$ cat src/mrc_pkg.sv
// mrc_pkg: shared constants, codes and types of the mixed-radix counter
// no dependencies; used by mrc_div and mixed_radix_counter
package mrc_pkg;

	localparam int NUM_DIGITS_DEF  = 8;
	localparam int DIGIT_WIDTH_DEF = 8;
	localparam int REG_COUNT       = 8;
	localparam int LIMIT_W         = 8;
	localparam int CFG_IDX_W       = 4;
	localparam int VALUE_W         = 64;
	localparam int OP_W            = 2;
	localparam int IN_W            = 72;
	localparam int OUT_W           = 200;
	localparam int DIV_BITS        = 8;
	localparam int DIV_STEPS       = VALUE_W / DIV_BITS;
	localparam int DIV_CNT_W       = $clog2(DIV_STEPS);

	typedef enum logic [OP_W-1:0] {
		OP_INC  = 2'd0,
		OP_LOAD = 2'd1,
		OP_READ = 2'd2
	} op_t;

	typedef enum logic [2:0] {
		ST_IDLE,
		ST_DIV,
		ST_MUL_D,
		ST_MUL_L,
		ST_ACC,
		ST_OUT
	} state_t;

	typedef struct packed {
		logic load;
		logic step;
		logic last;
	} div_ctl_t;

endpackage

$ cat src/mixed_radix_counter.sv
// mixed_radix_counter: NUM_DIGITS-digit (eight by default) mixed-radix counter with load, increment and read
// each digit passes through ST_MUL_D, ST_MUL_L and ST_ACC on its way to the result;
// a load first runs every digit through the shared divider in ST_DIV
// no new item is taken until the current result is in the output register; the multiplier is shared by all digits
// reset: digits, limits and all control state reset asynchronously by arst_n
// depends on mrc_pkg and mrc_div
module mixed_radix_counter #(
	parameter int NUM_DIGITS  = mrc_pkg::NUM_DIGITS_DEF,
	parameter int DIGIT_WIDTH = mrc_pkg::DIGIT_WIDTH_DEF
) (
	input  logic                          clk,
	input  logic                          arst_n,
	input  logic                          cfg_we,
	input  logic [mrc_pkg::CFG_IDX_W-1:0] cfg_index,
	input  logic [mrc_pkg::LIMIT_W-1:0]   cfg_data,
	input  logic                          s_tvalid,
	output logic                          s_tready,
	// op, load_value
	input  logic [mrc_pkg::IN_W-1:0]      s_tdata,
	output logic                          m_tvalid,
	input  logic                          m_tready,
	// digits_packed, integer_value, max_value, ok
	output logic [mrc_pkg::OUT_W-1:0]     m_tdata
);
	import mrc_pkg::*;

	localparam int IDX_W = (NUM_DIGITS > 1) ? $clog2(NUM_DIGITS) : 1;
	localparam logic [IDX_W-1:0] LAST_IDX = IDX_W'(NUM_DIGITS - 1);
	localparam logic [LIMIT_W-1:0] DIGIT_MAX = LIMIT_W'((1 << DIGIT_WIDTH) - 1);
	localparam logic [DIV_CNT_W-1:0] DIV_LAST = DIV_CNT_W'(DIV_STEPS - 1);

	state_t state_q, state_d;
	div_ctl_t div_ctl;

	logic [LIMIT_W-1:0]     limit_q [REG_COUNT];
	logic [DIGIT_WIDTH-1:0] lim_eff [NUM_DIGITS];
	logic [DIGIT_WIDTH-1:0] digit_q [NUM_DIGITS];
	logic [DIGIT_WIDTH-1:0] inc_digit [NUM_DIGITS];
	logic                   inc_found;

	logic [IDX_W-1:0]     idx_q;
	logic [DIV_CNT_W-1:0] step_q;
	op_t                  op_q;
	logic                 ok_q;
	logic [VALUE_W-1:0]   w_q, val_q, max_q, mul_q;
	logic [VALUE_W-1:0]   packed_digits;
	logic [DIGIT_WIDTH-1:0] mul_b;
	logic [VALUE_W+DIGIT_WIDTH-1:0] mul_full;
	logic [DIGIT_WIDTH:0]   radix;
	logic [DIGIT_WIDTH-1:0] rem_d;
	logic [VALUE_W-1:0]     quot_d;
	logic                   in_acc;
	op_t                    in_op;

	assign in_acc = s_tvalid && s_tready;
	assign in_op  = op_t'(s_tdata[OP_W-1:0]);

	always_comb begin
		for (int k = 0; k < NUM_DIGITS; k++) begin
			lim_eff[k] = (limit_q[k] > DIGIT_MAX) ? DIGIT_MAX[DIGIT_WIDTH-1:0]
				: limit_q[k][DIGIT_WIDTH-1:0];
		end
	end

	// odometer step: first digit below its limit goes up, lower ones clear
	always_comb begin
		inc_found = 1'b0;
		for (int k = 0; k < NUM_DIGITS; k++) begin
			if (inc_found) begin
				inc_digit[k] = digit_q[k];
			end else if (digit_q[k] < lim_eff[k]) begin
				inc_digit[k] = digit_q[k] + 1'b1;
				inc_found = 1'b1;
			end else begin
				inc_digit[k] = '0;
			end
		end
	end

	always_comb begin
		packed_digits = '0;
		for (int k = 0; k < NUM_DIGITS; k++) begin
			packed_digits[k*DIGIT_WIDTH +: DIGIT_WIDTH] = digit_q[k];
		end
	end

	assign radix    = {1'b0, lim_eff[idx_q]} + 1'b1;
	assign mul_b    = (state_q == ST_MUL_D) ? digit_q[idx_q] : lim_eff[idx_q];
	assign mul_full = w_q * mul_b;

	mrc_div #(
		.DIGIT_WIDTH(DIGIT_WIDTH)
	) u_div (
		.clk    (clk),
		.arst_n (arst_n),
		.ctl    (div_ctl),
		.value  (s_tdata[OP_W +: VALUE_W]),
		.radix  (radix),
		.rem_d  (rem_d),
		.quot_d (quot_d)
	);

	// next state
	always_comb begin
		state_d = state_q;
		unique case (state_q)
			ST_IDLE: begin
				if (in_acc) begin
					state_d = (in_op == OP_LOAD) ? ST_DIV : ST_MUL_D;
				end
			end
			ST_DIV: begin
				if (step_q == DIV_LAST && idx_q == LAST_IDX) begin
					state_d = ST_MUL_D;
				end
			end
			ST_MUL_D: state_d = ST_MUL_L;
			ST_MUL_L: state_d = ST_ACC;
			ST_ACC: begin
				state_d = (idx_q == LAST_IDX) ? ST_OUT : ST_MUL_D;
			end
			ST_OUT: begin
				if (!m_tvalid || m_tready) begin
					state_d = ST_IDLE;
				end
			end
			default: state_d = ST_IDLE;
		endcase
	end

	// outputs of the sequencer
	always_comb begin
		s_tready = 1'b0;
		div_ctl = '0;
		unique case (state_q)
			ST_IDLE: begin
				s_tready = 1'b1;
				div_ctl.load = s_tvalid && (in_op == OP_LOAD);
			end
			ST_DIV: begin
				div_ctl.step = 1'b1;
				div_ctl.last = (step_q == DIV_LAST);
			end
			default: ;
		endcase
	end

	always_ff @(posedge clk or negedge arst_n) begin
		if (!arst_n) begin
			state_q <= ST_IDLE;
			m_tvalid <= 1'b0;
			idx_q <= '0;
			step_q <= '0;
			op_q <= OP_READ;
			ok_q <= 1'b1;
			for (int k = 0; k < REG_COUNT; k++) begin
				limit_q[k] <= '0;
			end
			for (int k = 0; k < NUM_DIGITS; k++) begin
				digit_q[k] <= '0;
			end
		end else begin
			state_q <= state_d;
			if (cfg_we && cfg_index < CFG_IDX_W'(REG_COUNT)) begin
				limit_q[cfg_index[$clog2(REG_COUNT)-1:0]] <= cfg_data;
			end
			if (state_q == ST_OUT && (!m_tvalid || m_tready)) begin
				m_tvalid <= 1'b1;
			end else if (m_tvalid && m_tready) begin
				m_tvalid <= 1'b0;
			end
			unique case (state_q)
				ST_IDLE: begin
					idx_q <= '0;
					step_q <= '0;
					if (in_acc) begin
						op_q <= in_op;
						ok_q <= (in_op == OP_INC) ? inc_found : 1'b1;
						if (in_op == OP_INC && inc_found) begin
							digit_q <= inc_digit;
						end
					end
				end
				ST_DIV: begin
					step_q <= step_q + 1'b1;
					if (step_q == DIV_LAST) begin
						digit_q[idx_q] <= rem_d;
						if (idx_q == LAST_IDX) begin
							idx_q <= '0;
							ok_q <= (quot_d == '0);
						end else begin
							idx_q <= idx_q + 1'b1;
						end
					end
				end
				ST_ACC: begin
					if (idx_q != LAST_IDX) begin
						idx_q <= idx_q + 1'b1;
					end
				end
				default: ;
			endcase
		end
	end

	// shared multiplier and accumulators
	always_ff @(posedge clk) begin
		unique case (state_q)
			ST_IDLE: begin
				w_q <= VALUE_W'(1);
				val_q <= '0;
				max_q <= '0;
			end
			ST_MUL_D: begin
				mul_q <= mul_full[VALUE_W-1:0];
			end
			ST_MUL_L: begin
				val_q <= val_q + mul_q;
				mul_q <= mul_full[VALUE_W-1:0];
			end
			ST_ACC: begin
				max_q <= max_q + mul_q;
				w_q <= w_q + mul_q;
			end
			ST_OUT: begin
				if (!m_tvalid || m_tready) begin
					m_tdata <= {{(OUT_W-3*VALUE_W-1){1'b0}}, ok_q, max_q, val_q,
						packed_digits};
				end
			end
			default: ;
		endcase
	end

	a_busy_after_accept: assert property (@(posedge clk) disable iff (!arst_n)
		in_acc |=> !s_tready)
		else $error("item accepted while busy");

	a_div_only_on_load: assert property (@(posedge clk) disable iff (!arst_n)
		(state_q == ST_DIV) |-> (op_q == OP_LOAD))
		else $error("divider running for a non-load item");

	a_result_from_out: assert property (@(posedge clk) disable iff (!arst_n)
		$rose(m_tvalid) |-> ($past(state_q) == ST_OUT))
		else $error("result raised outside the output step");

	a_ok_only_inc_load: assert property (@(posedge clk) disable iff (!arst_n)
		((state_q == ST_OUT) && !ok_q) |-> (op_q == OP_INC || op_q == OP_LOAD))
		else $error("failure flag on a read item");

endmodule

$ cat src/mrc_div.sv
// mrc_div: iterative divider of a 64-bit value by a small radix, 8 quotient bits per step
// depends on mrc_pkg
module mrc_div #(
	parameter int DIGIT_WIDTH = mrc_pkg::DIGIT_WIDTH_DEF
) (
	input  logic                       clk,
	input  logic                       arst_n,
	input  mrc_pkg::div_ctl_t          ctl,
	input  logic [mrc_pkg::VALUE_W-1:0] value,
	input  logic [DIGIT_WIDTH:0]       radix,
	output logic [DIGIT_WIDTH-1:0]     rem_d,
	output logic [mrc_pkg::VALUE_W-1:0] quot_d
);
	import mrc_pkg::*;

	logic [VALUE_W-1:0]     quot_q;
	logic [DIGIT_WIDTH-1:0] rem_q;
	logic                   active_q;
	logic [DIV_BITS-1:0]    qbyte;
	logic [DIGIT_WIDTH:0]   trial;
	logic [DIGIT_WIDTH-1:0] r;

	// restoring division over the top byte of the running quotient
	always_comb begin
		r = rem_q;
		qbyte = '0;
		trial = '0;
		for (int b = 0; b < DIV_BITS; b++) begin
			trial = {r, quot_q[VALUE_W-1-b]};
			if (trial >= radix) begin
				trial = trial - radix;
				qbyte[DIV_BITS-1-b] = 1'b1;
			end
			r = trial[DIGIT_WIDTH-1:0];
		end
		rem_d = r;
		quot_d = {quot_q[VALUE_W-DIV_BITS-1:0], qbyte};
	end

	always_ff @(posedge clk) begin
		if (ctl.load) begin
			quot_q <= value;
			rem_q <= '0;
		end else if (ctl.step) begin
			quot_q <= quot_d;
			rem_q <= ctl.last ? '0 : rem_d;
		end
	end

	always_ff @(posedge clk or negedge arst_n) begin
		if (!arst_n) begin
			active_q <= 1'b0;
		end else if (ctl.load) begin
			active_q <= 1'b1;
		end else if (ctl.step && ctl.last && quot_d == '0) begin
			active_q <= active_q;
		end
	end

	a_step_after_load: assert property (@(posedge clk) disable iff (!arst_n)
		ctl.step |-> active_q)
		else $error("divider stepped before any load");

	a_no_load_and_step: assert property (@(posedge clk) disable iff (!arst_n)
		!(ctl.load && ctl.step))
		else $error("divider load and step together");

	a_rem_below_radix: assert property (@(posedge clk) disable iff (!arst_n)
		ctl.step |-> ({1'b0, rem_d} < radix))
		else $error("remainder not below radix");

endmodule
$ cat config.mk
export PLATFORM = sky130hd
export DESIGN_NAME = mixed_radix_counter
export DESIGN_NICKNAME = d
export VERILOG_FILES = /design/src/mrc_pkg.sv /design/src/mixed_radix_counter.sv /design/src/mrc_div.sv
export SDC_FILE = /design/constraint.sdc
export NUM_CORES = 2
export LEC_CHECK = 0
export BUFFER_PORTS_ARGS = -buffer_cell sky130_fd_sc_hd__buf_2
export CAP_MARGIN = 20
export CORE_MARGIN = 2
export CORE_UTILIZATION = 35
export DETAILED_ROUTE_END_ITERATION = 8
export GPL_TIMING_DRIVEN = 0
export PLACE_DENSITY_LB_ADDON = 0.1
export SYNTH_ARGS = -nofsm -noshare
export SYNTH_HDL_FRONTEND = slang
export SYNTH_SLANG_ARGS = --single-unit
$ cat constraint.sdc
create_clock -name clk -period 21.6 [get_ports clk]
set_clock_uncertainty 0.15 [all_clocks]
set_input_delay 0 -clock clk [delete_from_list [all_inputs] [get_ports clk]]
set_output_delay 0 -clock clk [all_outputs]
set_load 0.02 [all_outputs]
==> summary.md <==
| Metric | Value |
|---|---|
| Clock slew at reported path FFs | `0.06 ns` |
| Fraction of registers with async set or reset after synthesis | `about a fifth` |
| First-pass GRT wire length | `269,000 um` |
| Fin. max-slew vios | `0` |
| Largest family of logic cells by synthesized area | `adder cells` |
| Count of different cell masters after synthesis | `a little over 100` |
| Arr. time, crit path | `20.79 ns` |
| Initial core utilization | `35.3%` |
| Actual slew at the worst max-slew pin | `1.22 ns` |
| Pre-Repair DR Iteration Count | `5` |
| Inst Count DP | `7,579` |
| Max Cap Viol | `0` |
| CP most frequent cell | `o21ai_1` |
| GRT Util Overall | `22.6%` |
| Gr ovfl total | `0` |
| Status | `finished, final reports clean` |
| Fin nets | `6,647` |
| XOR/XNOR Fraction of Synth Area | `under 10%` |
| Clock sinks | `660` |
| Via Count | `42,000` |
| Fillers | `14,900` |
| CTS tree | `done` |
| Crit path kind | `reg -> reg` |
| Core region area | `152,000 um2` |
| H-tree depth | `3` |
| Top cells by count, synth | `nand2_1 (535), edfxtp_1 (513), inv_1 (425)` |
| Final Hold Viols | `0` |
| Syn avg cell area | `10.2 um2` |
| Worst-path maximum fanout | `10` |
| CP required | `22.06 ns` |
| DRT iter0 DRCs | `3,112` |
| Die X | `395 um` |
| Average vias per placed instance | `5.32` |
| Cell taking the most area after synthesis | `edfxtp_1` |
| Slew headroom | `17.7%` |
| #FFs+latches synth | `660` |
| Total wire length | `between 150,000 and 200,000 um` |
| Initial antenna violation count | `7` |
| Die Y | `around 400 um` |
| PortBufs | `between 200 and 300` |
| Largest net degree at the start of global routing | `82` |
| Die area | `~160,000 um2` |
| Type of origin of the critical path | `register` |
| Worst-Skew Late Latency | `around 0.7 ns` |
| Top-count cell post-synth | `nand2_1` |
| Crit path capture type | `register` |
| Min Tclk post-route | `20.33 ns` |
| Boundary Pins | `around 290` |
| Hold Path Class | `in -> reg` |
| Max Root-Sink Buffers | `3` |
| Residual DRC count | `0` |
| Syn. warnings | `0` |
| Routed Antenna Nets | `0` |
| R2r setup slk | `1.27 ns` |
| Post-Synth Simple-Gate Area | `14.8%` |
| Final Util | `41.5%` |
| Fmax | `0.0492 GHz` |
| Synth Area in Compound Gates | `~14%` |
| Setup-failing EPs final | `0` |
| Largest cells by area after synthesis | `edfxtp_1 (29%), fa_1 (13%), ha_1 (9.2%)` |
| Seq/Total Area, Yosys | `a little over a third` |
| CTS buffer count | `84` |
| Gp weighted congestion | `0.946` |
| Vias in the first global route | `42,000` |
| Synth Cell Area | `53,600 um2` |
| Area growth from synthesis to layout | `17.6%` |
| Clk root buf | `clkbuf_16` |
| Rows | `143` |
| Post-synth EDFFs | `about 510` |
| Synth Flop Type | `edfxtp_1` |
| Area share of fa/ha/maj cells after synthesis | `22.8%` |
| Area fraction of the dominant cell type after synthesis | `28.8%` |
| Post-synthesis mux area share | `between 4 and 5%` |
| Max incr delay on CP | `0.57 ns` |
| Hpwl dp | `about 140,000 um` |
| Non-filler cells, final | `7,904` |
| Share of layout cells above drive strength 1 | `12.4%` |
| Synthesized instance count | `5,234` |
| Slowest cell on crit path | `mux4_2` |
| Final Cycle Share | `94.1%` |
| WL/cell | `between 20 and 25 um` |
[logic make-up (layout without fill, tap and decap cells)]
kind of cell	after synthesis	after routing
AND/OR/NAND/NOR	1618	1618
AO/OA/AOI/OAI	1177	1177
adder cells (fa/ha/maj)	760	760
flip-flops	660	660
buffers and inverters	575	1206
XOR/XNOR	264	264
multiplexers	179	179
other	1	10
[flip-flops by register name, indices dropped and copies added, names as in the netlist]
| name | flops |
|---|---|
| mul_q | 64 |
| limit_q | 64 |
| val_q | 64 |
| w_q | 64 |
| m_tdata | 193 |
| idx_q | 3 |
| u_div.rem_q | 8 |
| u_div.quot_q | 64 |
| digit_q | 64 |
| state_q | 3 |
| m_tvalid | 1 |
| ok_q | 1 |
| step_q | 3 |
| max_q | 64 |
[worst max-delay path, delay by kind of cell, from the launching register on]
kind | cells | cell delay [ns]
AOI/OAI and AO/OA | 58 | 11.18
DFF | 1 | 0.36
adders and majority gates | 9 | 2.85
buffers and inverters | 11 | 1.73
and+or+nand+nor | 17 | 2.76
muxes | 3 | 1.15
[stage by stage]
stage / TNS [ns] / hold slack (ns) / area (um2) / setup slack [ns]
5_1_grt: -2.54 / 0.0450 / 63000 / -0.120
6_report: 0 / 0.0419 / 63000 / 1.27
3_3_place_gp: -291.65 / 0.154 / 57500 / -4.59
3_5_place_dp: -265.73 / -0.113 / 58100 / -3.99
2_1_floorplan: 0 / -0.446 / 53600 / 1.93
4_1_cts: 0 / 0.00993 / 62800 / 0.0262
[final cells by class]
type                            instances  area [um2]  area share (%)
Multi-Input combinational cell       4005       32700            51.9
Buffer                                145         642            1.02
Inverter                              429        1620            2.57
Sequential cell                       660       19000            30.2
Tap cell                             2030        2540            4.03
Clock buffer                          108        2270            3.61
Clock inverter                         46         562           0.892
Antenna cell                            3        7.51          0.0119
Timing Repair Buffer                  478        3600            5.71
[placed cells by master (no fill, tap or decap), drive strengths merged, types with 225 or more instances in the layout]
| cell | instances |
|---|---|
| a21oi | 305 |
| buf | 356 |
| nand2 | 535 |
| nor2 | 343 |
| ha | 396 |
| o21ai | 269 |
| inv | 432 |
| edfxtp | 513 |
| clkbuf | 225 |
| fa | 359 |
[final timing paths]
check                                 start                to  depth (start not counted)
worst max-delay path               idx_q[1]       digit_q[31]                         98
worst min-delay path            s_tdata[32]  u_div.quot_q[30]                          3
worst max register to register     idx_q[1]       digit_q[31]                         98
worst min register to register    max_q[16]      m_tdata[144]                          0
max in group asynchronous            arst_n              ok_q                          4
min in group asynchronous            arst_n        limit_q[0]                          4
[repair_timing]
action	in CTS	in global routing
gates cloned	0	0
setup endpoints to repair	74	74
gates resized for setup	55	37
hold buffers	150	0
pin swaps	8	6
endpoints found under the hold margin	297	0
buffers inserted	8	9
[routing by layer]
| layer | share of wire, % | vias to the layer above | track usage (%) |
|---|---|---|---|
| li1 | - | 19700 | - |
| met1 | 48 | 21000 | 33.6 |
| met2 | 44 | 1136 | 34.2 |
| met3 | 6.0 | 196 | 3.48 |
| met4 | 2.2 | 0 | 5.75 |
| met5 | 0 | - | 0 |
Power is not shown: default switching activity piles up to over one toggle a cycle in this logic, so the estimate is an artifact.
